<file path="config.mk">
export PLATFORM = sky130hd
export DESIGN_NAME = pid_controller_clamped_core
export DESIGN_NICKNAME = d
export VERILOG_FILES = /design/src/rtl/pidc_pkg.sv /design/src/rtl/pidc_mul.sv /design/src/rtl/pidc_div.sv /design/src/rtl/pid_controller_clamped_core.sv
export SDC_FILE = /design/constraint.sdc
export NUM_CORES = 2
export LEC_CHECK = 0
export ABC_AREA = 1
export BUFFER_PORTS_ARGS = -buffer_cell sky130_fd_sc_hd__buf_2
export CAP_MARGIN = 10
export CORE_MARGIN = 5
export CORE_UTILIZATION = 45
export DETAILED_ROUTE_END_ITERATION = 8
export PLACE_DENSITY = 0.62
export SYNTH_ARGS = -nofsm -noshare
export SYNTH_HDL_FRONTEND = slang
export SYNTH_SLANG_ARGS = --single-unit
</file>
<file path="constraint.sdc">
create_clock -name clk_i -period 23.1 [get_ports clk_i]
set_input_delay 0 -clock clk_i [delete_from_list [all_inputs] [get_ports clk_i]]
set_output_delay 0 -clock clk_i [all_outputs]
set_load 0.02 [all_outputs]
</file>
<file path="src/rtl/pidc_pkg.sv">
// Shared types, constants and helpers for the clamped PID controller.
package pidc_pkg;

  // Fraction bits of error, gains, limits and output
  localparam int unsigned FRAC_BITS = 8;

  localparam int unsigned DATA_W  = 16;
  localparam int unsigned ACC_W   = 32;
  localparam int unsigned DIVD_W  = 2 * DATA_W + 1;
  localparam int unsigned MUL_A_W = DATA_W + 1;
  localparam int unsigned MUL_B_W = ACC_W + 1;
  localparam int unsigned PROD_W  = MUL_A_W + MUL_B_W;
  localparam int unsigned SUM_W   = PROD_W + 2;
  localparam int unsigned CFG_IDX_W = 3;

  localparam logic signed [DATA_W-1:0] LIMIT_LOW_RST  = -16'sd25600;
  localparam logic signed [DATA_W-1:0] LIMIT_HIGH_RST = 16'sd25600;

  typedef logic signed [MUL_A_W-1:0] mul_a_t;
  typedef logic signed [MUL_B_W-1:0] mul_b_t;
  typedef logic signed [PROD_W-1:0]  mul_p_t;

  // Register map
  typedef enum logic [CFG_IDX_W-1:0] {
    REG_GAIN_P     = 3'd0,
    REG_GAIN_I     = 3'd1,
    REG_GAIN_D     = 3'd2,
    REG_OUT_LOW    = 3'd3,
    REG_OUT_HIGH   = 3'd4,
    REG_INTEG_LOW  = 3'd5,
    REG_INTEG_HIGH = 3'd6
  } reg_idx_e;

  // Sequencer states
  typedef enum logic [3:0] {
    S_IDLE,
    S_DIV,
    S_INT_M,
    S_INT_A,
    S_P_M,
    S_P_A,
    S_D_M,
    S_D_A,
    S_I_M,
    S_I_A,
    S_OUT
  } state_e;

  // Divider control and status
  typedef struct packed {
    logic              start;
    logic [DIVD_W-1:0] dividend;
    logic [DATA_W-1:0] divisor;
  } div_ctrl_t;

  typedef struct packed {
    logic busy;
    logic done;
  } div_stat_t;

  // Clamp against limit << 16: min with high first, then max with low
  function automatic logic signed [ACC_W+1:0] clamp_integ(
      input logic signed [ACC_W+1:0] v,
      input logic signed [DATA_W-1:0] lo,
      input logic signed [DATA_W-1:0] hi);
    logic signed [ACC_W+1:0] lo_x;
    logic signed [ACC_W+1:0] hi_x;
    logic signed [ACC_W+1:0] r;
    lo_x = {{2{lo[DATA_W-1]}}, lo, {DATA_W{1'b0}}};
    hi_x = {{2{hi[DATA_W-1]}}, hi, {DATA_W{1'b0}}};
    r = v;
    if (r > hi_x) r = hi_x;
    if (r < lo_x) r = lo_x;
    return r;
  endfunction

endpackage

</file>
<file path="src/rtl/pidc_mul.sv">
// Shared signed multiplier used by every product of the controller.
module pidc_mul (
  input  pidc_pkg::mul_a_t a_i,
  input  pidc_pkg::mul_b_t b_i,
  output pidc_pkg::mul_p_t p_o
);
  import pidc_pkg::*;

  // Full-width signed product
  assign p_o = mul_p_t'(a_i) * mul_p_t'(b_i);

endmodule

</file>
<file path="src/rtl/pidc_div.sv">
// Serial restoring divider, one quotient bit per cycle.
module pidc_div (
  input  logic                           clk_i,
  input  logic                           rst_ni,
  input  pidc_pkg::div_ctrl_t            ctrl_i,
  output pidc_pkg::div_stat_t            stat_o,
  output logic [pidc_pkg::DIVD_W-1:0]    quot_o
);
  import pidc_pkg::*;

  localparam int unsigned CNT_W = $clog2(DIVD_W);
  localparam logic [CNT_W-1:0] LAST_STEP = CNT_W'(DIVD_W - 1);

  logic              busy_q, busy_d;
  logic              done_q, done_d;
  logic [CNT_W-1:0]  cnt_q, cnt_d;
  logic [DATA_W-1:0] rem_q, rem_d;
  logic [DIVD_W-1:0] quo_q, quo_d;
  logic [DATA_W-1:0] dvs_q, dvs_d;
  logic [DATA_W:0]   trial;
  logic [DATA_W:0]   diff;

  // One restoring step: shift in the next dividend bit, subtract if it fits
  always_comb begin
    trial  = {rem_q, quo_q[DIVD_W-1]};
    diff   = trial - {1'b0, dvs_q};
    busy_d = busy_q;
    done_d = 1'b0;
    cnt_d  = cnt_q;
    rem_d  = rem_q;
    quo_d  = quo_q;
    dvs_d  = dvs_q;
    if (ctrl_i.start) begin
      busy_d = 1'b1;
      cnt_d  = '0;
      rem_d  = '0;
      quo_d  = ctrl_i.dividend;
      dvs_d  = ctrl_i.divisor;
    end else if (busy_q) begin
      if (!diff[DATA_W]) begin
        rem_d = diff[DATA_W-1:0];
        quo_d = {quo_q[DIVD_W-2:0], 1'b1};
      end else begin
        rem_d = trial[DATA_W-1:0];
        quo_d = {quo_q[DIVD_W-2:0], 1'b0};
      end
      cnt_d = cnt_q + 1'b1;
      if (cnt_q == LAST_STEP) begin
        busy_d = 1'b0;
        done_d = 1'b1;
      end
    end
  end

  always_ff @(posedge clk_i or negedge rst_ni) begin
    if (!rst_ni) begin
      busy_q <= 1'b0;
      done_q <= 1'b0;
      cnt_q  <= '0;
    end else begin
      busy_q <= busy_d;
      done_q <= done_d;
      cnt_q  <= cnt_d;
    end
  end

  // Datapath registers
  always_ff @(posedge clk_i) begin
    rem_q <= rem_d;
    quo_q <= quo_d;
    dvs_q <= dvs_d;
  end

  assign stat_o.busy = busy_q;
  assign stat_o.done = done_q;
  assign quot_o      = quo_q;

endmodule

</file>
<file path="src/rtl/pid_controller_clamped_core.sv">
// Top level of the clamped PID controller: sequencer, state and output register.
//
//  channel    direction  payload (low bit up)                 handshake
//  s_axis     in         tdata: err_value, step_time          tvalid/tready
//                        tuser: clear
//  m_axis     out        tdata: drive; tuser: limited         tvalid/tready
//  cfg        in         cfg_idx_i, cfg_data_i                cfg_we_i, no wait
//
// A clear beat goes from acceptance straight to the final state, which loads the
// output register for m_axis. Other beats skip the divider when there is no
// derivative (first step or zero step time); with one, the 33-step serial divider
// runs first. Then come four passes through the shared multiplier, each a multiply
// state and an add state. Reset loads the register defaults and clears the
// controller state at once. The result waits in the output register; a new beat
// is taken meanwhile and holds in the final state until that register is free.
module pid_controller_clamped_core (
  input  logic                               clk_i,
  input  logic                               rst_ni,
  // input beats
  input  logic                               s_axis_tvalid_i,
  output logic                               s_axis_tready_o,
  input  logic [31:0]                        s_axis_tdata_i,  // err_value, step_time
  input  logic [0:0]                         s_axis_tuser_i,  // clear
  // result beats
  output logic                               m_axis_tvalid_o,
  input  logic                               m_axis_tready_i,
  output logic [15:0]                        m_axis_tdata_o,  // drive
  output logic [0:0]                         m_axis_tuser_o,  // limited
  // configuration writes
  input  logic                               cfg_we_i,
  input  logic [pidc_pkg::CFG_IDX_W-1:0]     cfg_idx_i,
  input  logic [pidc_pkg::DATA_W-1:0]        cfg_data_i
);
  import pidc_pkg::*;

  state_e state_q, state_d;

  // Configuration registers
  logic [DATA_W-1:0]        gain_p_q, gain_i_q, gain_d_q;
  logic signed [DATA_W-1:0] out_low_q, out_high_q, integ_low_q, integ_high_q;

  // Controller state
  logic signed [DATA_W-1:0] prev_err_q, prev_err_d;
  logic signed [ACC_W-1:0]  accum_q, accum_d;
  logic                     first_step_q, first_step_d;

  // Per-beat working registers
  logic signed [DATA_W-1:0] e_q, e_d;
  logic [DATA_W-1:0]        dt_q, dt_d;
  logic                     clr_q, clr_d;
  logic                     neg_q, neg_d;
  logic signed [ACC_W-1:0]  deriv_q, deriv_d;
  mul_p_t                   prod_q;
  logic signed [SUM_W-1:0]  sum_q, sum_d;

  // Output register
  logic                     out_valid_q, out_valid_d;
  logic [DATA_W-1:0]        drive_q, drive_d;
  logic                     limited_q, limited_d;

  // Shared units
  mul_a_t    mul_a;
  mul_b_t    mul_b;
  mul_p_t    mul_p;
  div_ctrl_t div_ctrl;
  div_stat_t div_stat;
  logic [DIVD_W-1:0] quot;

  logic                     in_fire, out_fire;
  logic signed [DATA_W-1:0] in_err;
  logic [DATA_W-1:0]        in_dt;
  logic signed [DATA_W:0]   err_diff;
  logic [DATA_W:0]          diff_mag;
  logic signed [ACC_W+1:0]  integ_sum;
  logic signed [ACC_W+1:0]  integ_clamped;
  logic signed [ACC_W+1:0]  recl;
  logic signed [PROD_W-1:0] iterm;
  logic signed [SUM_W-1:0]  shifted;
  logic signed [SUM_W-1:0]  clipped;
  logic signed [SUM_W-1:0]  lo_x, hi_x;
  logic signed [DATA_W-1:0] new_lo, new_hi;

  assign in_err   = s_axis_tdata_i[DATA_W-1:0];
  assign in_dt    = s_axis_tdata_i[2*DATA_W-1:DATA_W];
  assign in_fire  = s_axis_tvalid_i && s_axis_tready_o;
  assign out_fire = out_valid_q && m_axis_tready_i;

  assign s_axis_tready_o = (state_q == S_IDLE) && !div_stat.busy;

  // Operand select for the shared multiplier
  always_comb begin
    mul_a = '0;
    mul_b = '0;
    case (state_q)
      S_INT_M: begin
        mul_a = {1'b0, dt_q};
        mul_b = {{(MUL_B_W-DATA_W){e_q[DATA_W-1]}}, e_q};
      end
      S_P_M: begin
        mul_a = {1'b0, gain_p_q};
        mul_b = {{(MUL_B_W-DATA_W){e_q[DATA_W-1]}}, e_q};
      end
      S_D_M: begin
        mul_a = {1'b0, gain_d_q};
        mul_b = {deriv_q[ACC_W-1], deriv_q};
      end
      S_I_M: begin
        mul_a = {1'b0, gain_i_q};
        mul_b = {accum_q[ACC_W-1], accum_q};
      end
      default: begin
        mul_a = '0;
        mul_b = '0;
      end
    endcase
  end

  pidc_mul u_mul (
    .a_i (mul_a),
    .b_i (mul_b),
    .p_o (mul_p)
  );

  // Derivative numerator as sign and magnitude, scaled by 2^16
  assign err_diff = {in_err[DATA_W-1], in_err} - {prev_err_q[DATA_W-1], prev_err_q};
  assign diff_mag = err_diff[DATA_W] ? (DATA_W+1)'(-err_diff) : err_diff;

  assign div_ctrl.start    = in_fire && !s_axis_tuser_i[0] && !first_step_q && (in_dt != '0);
  assign div_ctrl.dividend = {1'b0, diff_mag[DATA_W-1:0], {DATA_W{1'b0}}};
  assign div_ctrl.divisor  = in_dt;

  pidc_div u_div (
    .clk_i  (clk_i),
    .rst_ni (rst_ni),
    .ctrl_i (div_ctrl),
    .stat_o (div_stat),
    .quot_o (quot)
  );

  // Integral update and output shaping
  assign integ_sum     = {{2{accum_q[ACC_W-1]}}, accum_q} + (ACC_W+2)'(prod_q);
  assign integ_clamped = clamp_integ(integ_sum, integ_low_q, integ_high_q);
  assign iterm         = prod_q >>> 16;
  assign shifted       = sum_q >>> FRAC_BITS;
  assign lo_x          = SUM_W'(out_low_q);
  assign hi_x          = SUM_W'(out_high_q);

  always_comb begin
    clipped = shifted;
    if (clipped > hi_x) clipped = hi_x;
    if (clipped < lo_x) clipped = lo_x;
  end

  // Limits as they stand after this cycle's write, for the re-clamp
  always_comb begin
    new_lo = integ_low_q;
    new_hi = integ_high_q;
    if (cfg_we_i && (cfg_idx_i == REG_INTEG_LOW))  new_lo = cfg_data_i;
    if (cfg_we_i && (cfg_idx_i == REG_INTEG_HIGH)) new_hi = cfg_data_i;
    recl = clamp_integ({{2{accum_q[ACC_W-1]}}, accum_q}, new_lo, new_hi);
  end

  // Sequencer
  always_comb begin
    state_d      = state_q;
    prev_err_d   = prev_err_q;
    accum_d      = accum_q;
    first_step_d = first_step_q;
    e_d          = e_q;
    dt_d         = dt_q;
    clr_d        = clr_q;
    neg_d        = neg_q;
    deriv_d      = deriv_q;
    sum_d        = sum_q;
    drive_d      = drive_q;
    limited_d    = limited_q;
    out_valid_d  = out_valid_q && !out_fire;

    case (state_q)
      S_IDLE: begin
        if (in_fire) begin
          e_d   = in_err;
          dt_d  = in_dt;
          neg_d = err_diff[DATA_W];
          if (s_axis_tuser_i[0]) begin
            clr_d        = 1'b1;
            prev_err_d   = '0;
            accum_d      = '0;
            first_step_d = 1'b1;
            state_d      = S_OUT;
          end else begin
            clr_d        = 1'b0;
            prev_err_d   = in_err;
            first_step_d = 1'b0;
            deriv_d      = '0;
            state_d      = div_ctrl.start ? S_DIV : S_INT_M;
          end
        end
      end
      S_DIV: begin
        // saturate the signed quotient to 32 bits
        if (div_stat.done) begin
          if (!neg_q) begin
            deriv_d = (quot[DIVD_W-1] || quot[ACC_W-1]) ? {1'b0, {(ACC_W-1){1'b1}}}
                                                       : quot[ACC_W-1:0];
          end else begin
            deriv_d = (quot[DIVD_W-1] || quot[ACC_W-1]) ? {1'b1, {(ACC_W-1){1'b0}}}
                                                       : -quot[ACC_W-1:0];
          end
          state_d = S_INT_M;
        end
      end
      S_INT_M: state_d = S_INT_A;
      S_INT_A: begin
        accum_d = integ_clamped[ACC_W-1:0];
        state_d = S_P_M;
      end
      S_P_M: state_d = S_P_A;
      S_P_A: begin
        sum_d   = SUM_W'(prod_q);
        state_d = S_D_M;
      end
      S_D_M: state_d = S_D_A;
      S_D_A: begin
        sum_d   = sum_q + SUM_W'(prod_q);
        state_d = S_I_M;
      end
      S_I_M: state_d = S_I_A;
      S_I_A: begin
        sum_d   = sum_q + SUM_W'(iterm);
        state_d = S_OUT;
      end
      S_OUT: begin
        // load the output register once it is free
        if (!out_valid_q || m_axis_tready_i) begin
          out_valid_d = 1'b1;
          if (clr_q) begin
            drive_d   = '0;
            limited_d = 1'b0;
          end else begin
            drive_d   = clipped[DATA_W-1:0];
            limited_d = (clipped != shifted);
          end
          state_d = S_IDLE;
        end
      end
      default: state_d = S_IDLE;
    endcase

    // Writing an integral limit re-clamps the stored integral
    if (cfg_we_i && ((cfg_idx_i == REG_INTEG_LOW) || (cfg_idx_i == REG_INTEG_HIGH))) begin
      accum_d = recl[ACC_W-1:0];
    end
  end

  always_ff @(posedge clk_i or negedge rst_ni) begin
    if (!rst_ni) begin
      state_q      <= S_IDLE;
      prev_err_q   <= '0;
      accum_q      <= '0;
      first_step_q <= 1'b1;
      out_valid_q  <= 1'b0;
      clr_q        <= 1'b0;
    end else begin
      state_q      <= state_d;
      prev_err_q   <= prev_err_d;
      accum_q      <= accum_d;
      first_step_q <= first_step_d;
      out_valid_q  <= out_valid_d;
      clr_q        <= clr_d;
    end
  end

  // Working and payload registers
  always_ff @(posedge clk_i) begin
    e_q       <= e_d;
    dt_q      <= dt_d;
    neg_q     <= neg_d;
    deriv_q   <= deriv_d;
    prod_q    <= mul_p;
    sum_q     <= sum_d;
    drive_q   <= drive_d;
    limited_q <= limited_d;
  end

  // Configuration register file
  always_ff @(posedge clk_i or negedge rst_ni) begin
    if (!rst_ni) begin
      gain_p_q     <= '0;
      gain_i_q     <= '0;
      gain_d_q     <= '0;
      out_low_q    <= LIMIT_LOW_RST;
      out_high_q   <= LIMIT_HIGH_RST;
      integ_low_q  <= LIMIT_LOW_RST;
      integ_high_q <= LIMIT_HIGH_RST;
    end else if (cfg_we_i) begin
      case (reg_idx_e'(cfg_idx_i))
        REG_GAIN_P:     gain_p_q     <= cfg_data_i;
        REG_GAIN_I:     gain_i_q     <= cfg_data_i;
        REG_GAIN_D:     gain_d_q     <= cfg_data_i;
        REG_OUT_LOW:    out_low_q    <= cfg_data_i;
        REG_OUT_HIGH:   out_high_q   <= cfg_data_i;
        REG_INTEG_LOW:  integ_low_q  <= cfg_data_i;
        REG_INTEG_HIGH: integ_high_q <= cfg_data_i;
        default: ;
      endcase
    end
  end

  assign m_axis_tvalid_o   = out_valid_q;
  assign m_axis_tdata_o    = drive_q;
  assign m_axis_tuser_o[0] = limited_q;

  // Checks
  a_ready_div_idle: assert property (@(posedge clk_i) disable iff (!rst_ni)
    s_axis_tready_o |-> !div_stat.busy)
    else $error("input ready while divider busy");

  a_div_done_in_div: assert property (@(posedge clk_i) disable iff (!rst_ni)
    div_stat.done |-> (state_q == S_DIV))
    else $error("divider finished outside the divide state");

  a_clear_state: assert property (@(posedge clk_i) disable iff (!rst_ni)
    (in_fire && s_axis_tuser_i[0] && !cfg_we_i) |=>
      ((accum_q == '0) && first_step_q && (prev_err_q == '0)))
    else $error("clear beat did not empty the controller state");

  a_div_start_idle: assert property (@(posedge clk_i) disable iff (!rst_ni)
    div_ctrl.start |=> (state_q == S_DIV))
    else $error("divider started without entering the divide state");

endmodule
</file>
==> flow_metrics.env <==
export IMPL_fin_crit_ns=8.949
export IMPL_die_h_um=333.4
export IMPL_port_buffers=75
export IMPL_crit_slowest_cell="nor2_1"
export IMPL_dieArea_mm2=0.1112
export IMPL_post_cts_setup_buffers=0
export IMPL_grt_max_degree=85
export IMPL_cp_slowest_stage_delay_ns=0.95
export IMPL_grt_overflow=0
export IMPL_rr_worst_depth=35
export IMPL_crit_path_end_kind="flop"
export IMPL_fin_cells=7486
export IMPL_drt_iter0_drc=3145
export IMPL_postSynth_asyncResetShare_pct=41.27
export IMPL_worst_hold_slack_ns=0.006733
export IMPL_worst_pin_slew_ns=1.238
export IMPL_finalHoldViolCount=0
export IMPL_routedWlPerCell_um=18.93
export IMPL_worst_setup_path_type="reg2reg"
export IMPL_endpoint="prod_q[42]$_DFF_P_"
export IMPL_cp_startpoint="state_q[2]$_DFFE_PN0P_"
export IMPL_worst_path_stages=35
export IMPL_ir_drop_v=0.0002090
export IMPL_synth_edf_count=166
export IMPL_worstHoldPathType="in2async"
export IMPL_grt_usage_pct=25.23
export IMPL_drv_slew=0
export IMPL_ys_seq_area_share_pct=23.46
export IMPL_tns_ns=0
export IMPL_netlist_top_cells_count="nand2_1, inv_1, fa_1, nor2_1, o21ai_0"
export IMPL_yosys_area_top_type="fa_1"
export IMPL_critical_path_top_delay_family="adder cells"
export IMPL_via_per_inst=5.312
export IMPL_path_buf_inv=6
export IMPL_grt_pass1_vias=39420
export IMPL_syn_num_nets=6965
export IMPL_final_cell_area_mm2=0.05121
export IMPL_gp_congestion=0.9478
export IMPL_pin_count=76
export IMPL_grt_pass1_wl_mm=222.8
export IMPL_report_power_total_mw=7.406
export IMPL_path_common_cell="inv_1"
export IMPL_yosys_warnings=0
export IMPL_place_inst=7342
export IMPL_synth_flop_cell="edfxtp_1"
export IMPL_r2r_start="state_q[2]$_DFFE_PN0P_"
export IMPL_max_slew_margin_pct=17.14
export IMPL_antenna_cells=0
export IMPL_die_w_um=333.4
export IMPL_syn_cell_area_mm2=0.04708
export IMPL_rows=118
export IMPL_cts_buffers=48
export IMPL_synth_top_area_share_pct=21.13
export IMPL_ys_types=66
export IMPL_cts_tree="built"
export IMPL_core_area_mm2=0.1038
export IMPL_fmax_ghz=0.1118
export IMPL_reg2reg_slack_ns=14.15
export IMPL_clock_sinks=424
export IMPL_wl_mm=141.7
export IMPL_area_delta_synth_final_pct=8.784
export IMPL_p_per_area_mw_per_mm2=144.6
export IMPL_cts_buffer_depth=3
export IMPL_worstPathRequired_ns=23.65
export IMPL_ant_nets=0
export IMPL_yosysMostFrequentCell="nand2_1"
export IMPL_status="finished, final reports clean"
export IMPL_syn_avg_cell_area_um2=7.820
export IMPL_maxCapViolations=0
export IMPL_setup_slack_ns=14.15
export IMPL_synth_seq_cells=424
export IMPL_final_layout_size_suffix_gt1_share_pct=4.880
export IMPL_dp_slack_ns=14.19
export IMPL_htreeDepth=2
export IMPL_cts_resized_gates=0
export IMPL_drt_pass1_iter_count=8
export IMPL_post_route_period_util_pct=38.74
export IMPL_start_util_pct=45.36
export IMPL_synthTopCellsByArea="fa_1, nand2_1, edfxtp_1, ha_1, inv_1"
export IMPL_antenna_found_initial=2
export IMPL_clkTransAtPathRegs_ns=0.07
export IMPL_fin_worst_skew_ns=0.02516
export IMPL_p_leak_nw=25.64
export IMPL_nets=7011
export IMPL_drc=0
export IMPL_root_buffer="clkbuf_16"
export IMPL_r2r_end="prod_q[42]$_DFF_P_"
export IMPL_critPathArrivalTime_ns=9.50
export IMPL_postSynthCellCount=6020
export IMPL_setup_violations=0
export IMPL_crit_path_start_kind="flop"
export IMPL_place_area_mm2=0.04891
export IMPL_clkLatencyLatePin_ns=0.64
export IMPL_post_route_util_pct=49.34
export IMPL_vias=39770
export IMPL_rsz0062_at_grt="no"
export IMPL_hpwl_mm=112.1
export IMPL_cp_max_fo=24
[cell type report]
cell class / count / area, µm²
inverter: 1225 / 4598
multi-input combinational: 4186 / 30770
clock buffer: 62 / 1378
fill: 10110 / 52580
sequential: 424 / 11040
clock inverter: 28 / 381.6
tap: 1380 / 1727
timing repair buffer: 181 / 1313
[timing repair]
action / CTS / global route
endpoints found under the setup margin: 0 / 0
hold buffers: 54 / 0
endpoints found under the hold margin: 278 / 0
[worst min path at each step]
stage / from / endpoint / slack, ns / depth (start not counted)
final: rst_ni / prev_err_q[0]$_DFFE_PN0P_ / 0.007 / 2
after global routing: rst_ni / prev_err_q[0]$_DFFE_PN0P_ / 0.07 / 2
after CTS: rst_ni / u_div.cnt_q[4]$_DFFE_PN0P_ / 0.02 / 2
after detailed placement: rst_ni / u_div.cnt_q[4]$_DFFE_PN0P_ / 0.14 / 1
after global placement: rst_ni / u_div.cnt_q[5]$_DFFE_PN0P_ / 0.14 / 1
after floorplan: rst_ni / accum_q[0]$_DFFE_PN0P_ / -0.30 / 0
[routing by layer]
layer	track usage (%)	vias up	part of all wire, %	routed length [µm]
met2	40.17	1324	45	63570
met1	35.31	19080	45	63080
met5	0	-	0.011	15
li1	-	19130	-	-
met3	3.914	230	6.8	9664
met4	8.662	2	3.8	5419
[kinds of logic after synthesis]
family | after synthesis | synth area share (%)
and+or+nand+nor | 2156 | 18.83
buffers and inverters | 1410 | 11.41
AOI/OAI and AO/OA | 1008 | 12.28
adders and majority gates | 888 | 31.53
DFF | 424 | 23.46
xor gates and xnor gates | 134 | 2.493
[placed cells by master, fill, tap and decap left out, drive strengths merged, types with 5 or more instances in the layout]
cell type    instances
nand2             1357
xor2                86
nor2               440
a21oi              317
nand3              182
nand4               44
inv               1222
edfxtp             166
clkinv              22
o221ai              10
dlygate4sd3         54
nand3b              30
o22ai               25
bufinv               6
ha                 391
a21o                14
xnor2               48
o2111ai              5
or2                 12
o21bai              10
a21boi               8
a211oi              14
dfstp               15
o21a                22
a22o                42
nor4                18
o31ai               13
o211ai              44
a31oi               28
fa                 497
buf                127
dfrtp              160
o21ai              442
dfxtp               83
nor3                66
clkbuf              62
[registers in the layout, indices dropped and copies added, names as in the netlist, 4 cells and up]
signal and count:
u_div.quot_o 33, u_div.dvs_q 16, accum_q 32, gain_d_q 16, out_low_q 16, u_div.cnt_q 6
integ_low_q 16, dt_q 16, gain_i_q 16, out_high_q 16, sum_q 52, m_axis_tdata_o 16
integ_high_q 16, prod_q 50, u_div.rem_q 16, e_q 16, deriv_q 32, state_q 4
gain_p_q 16, prev_err_q 16
[power by group]
part           internal (mW)  switching, mW  total, mW
Clock                  0.497          0.351      0.849
Sequential              1.05          0.226       1.27
Combinational           1.76           3.52       5.28
Total                   3.30           4.10       7.41
Power figures use the tool's default switching activity.
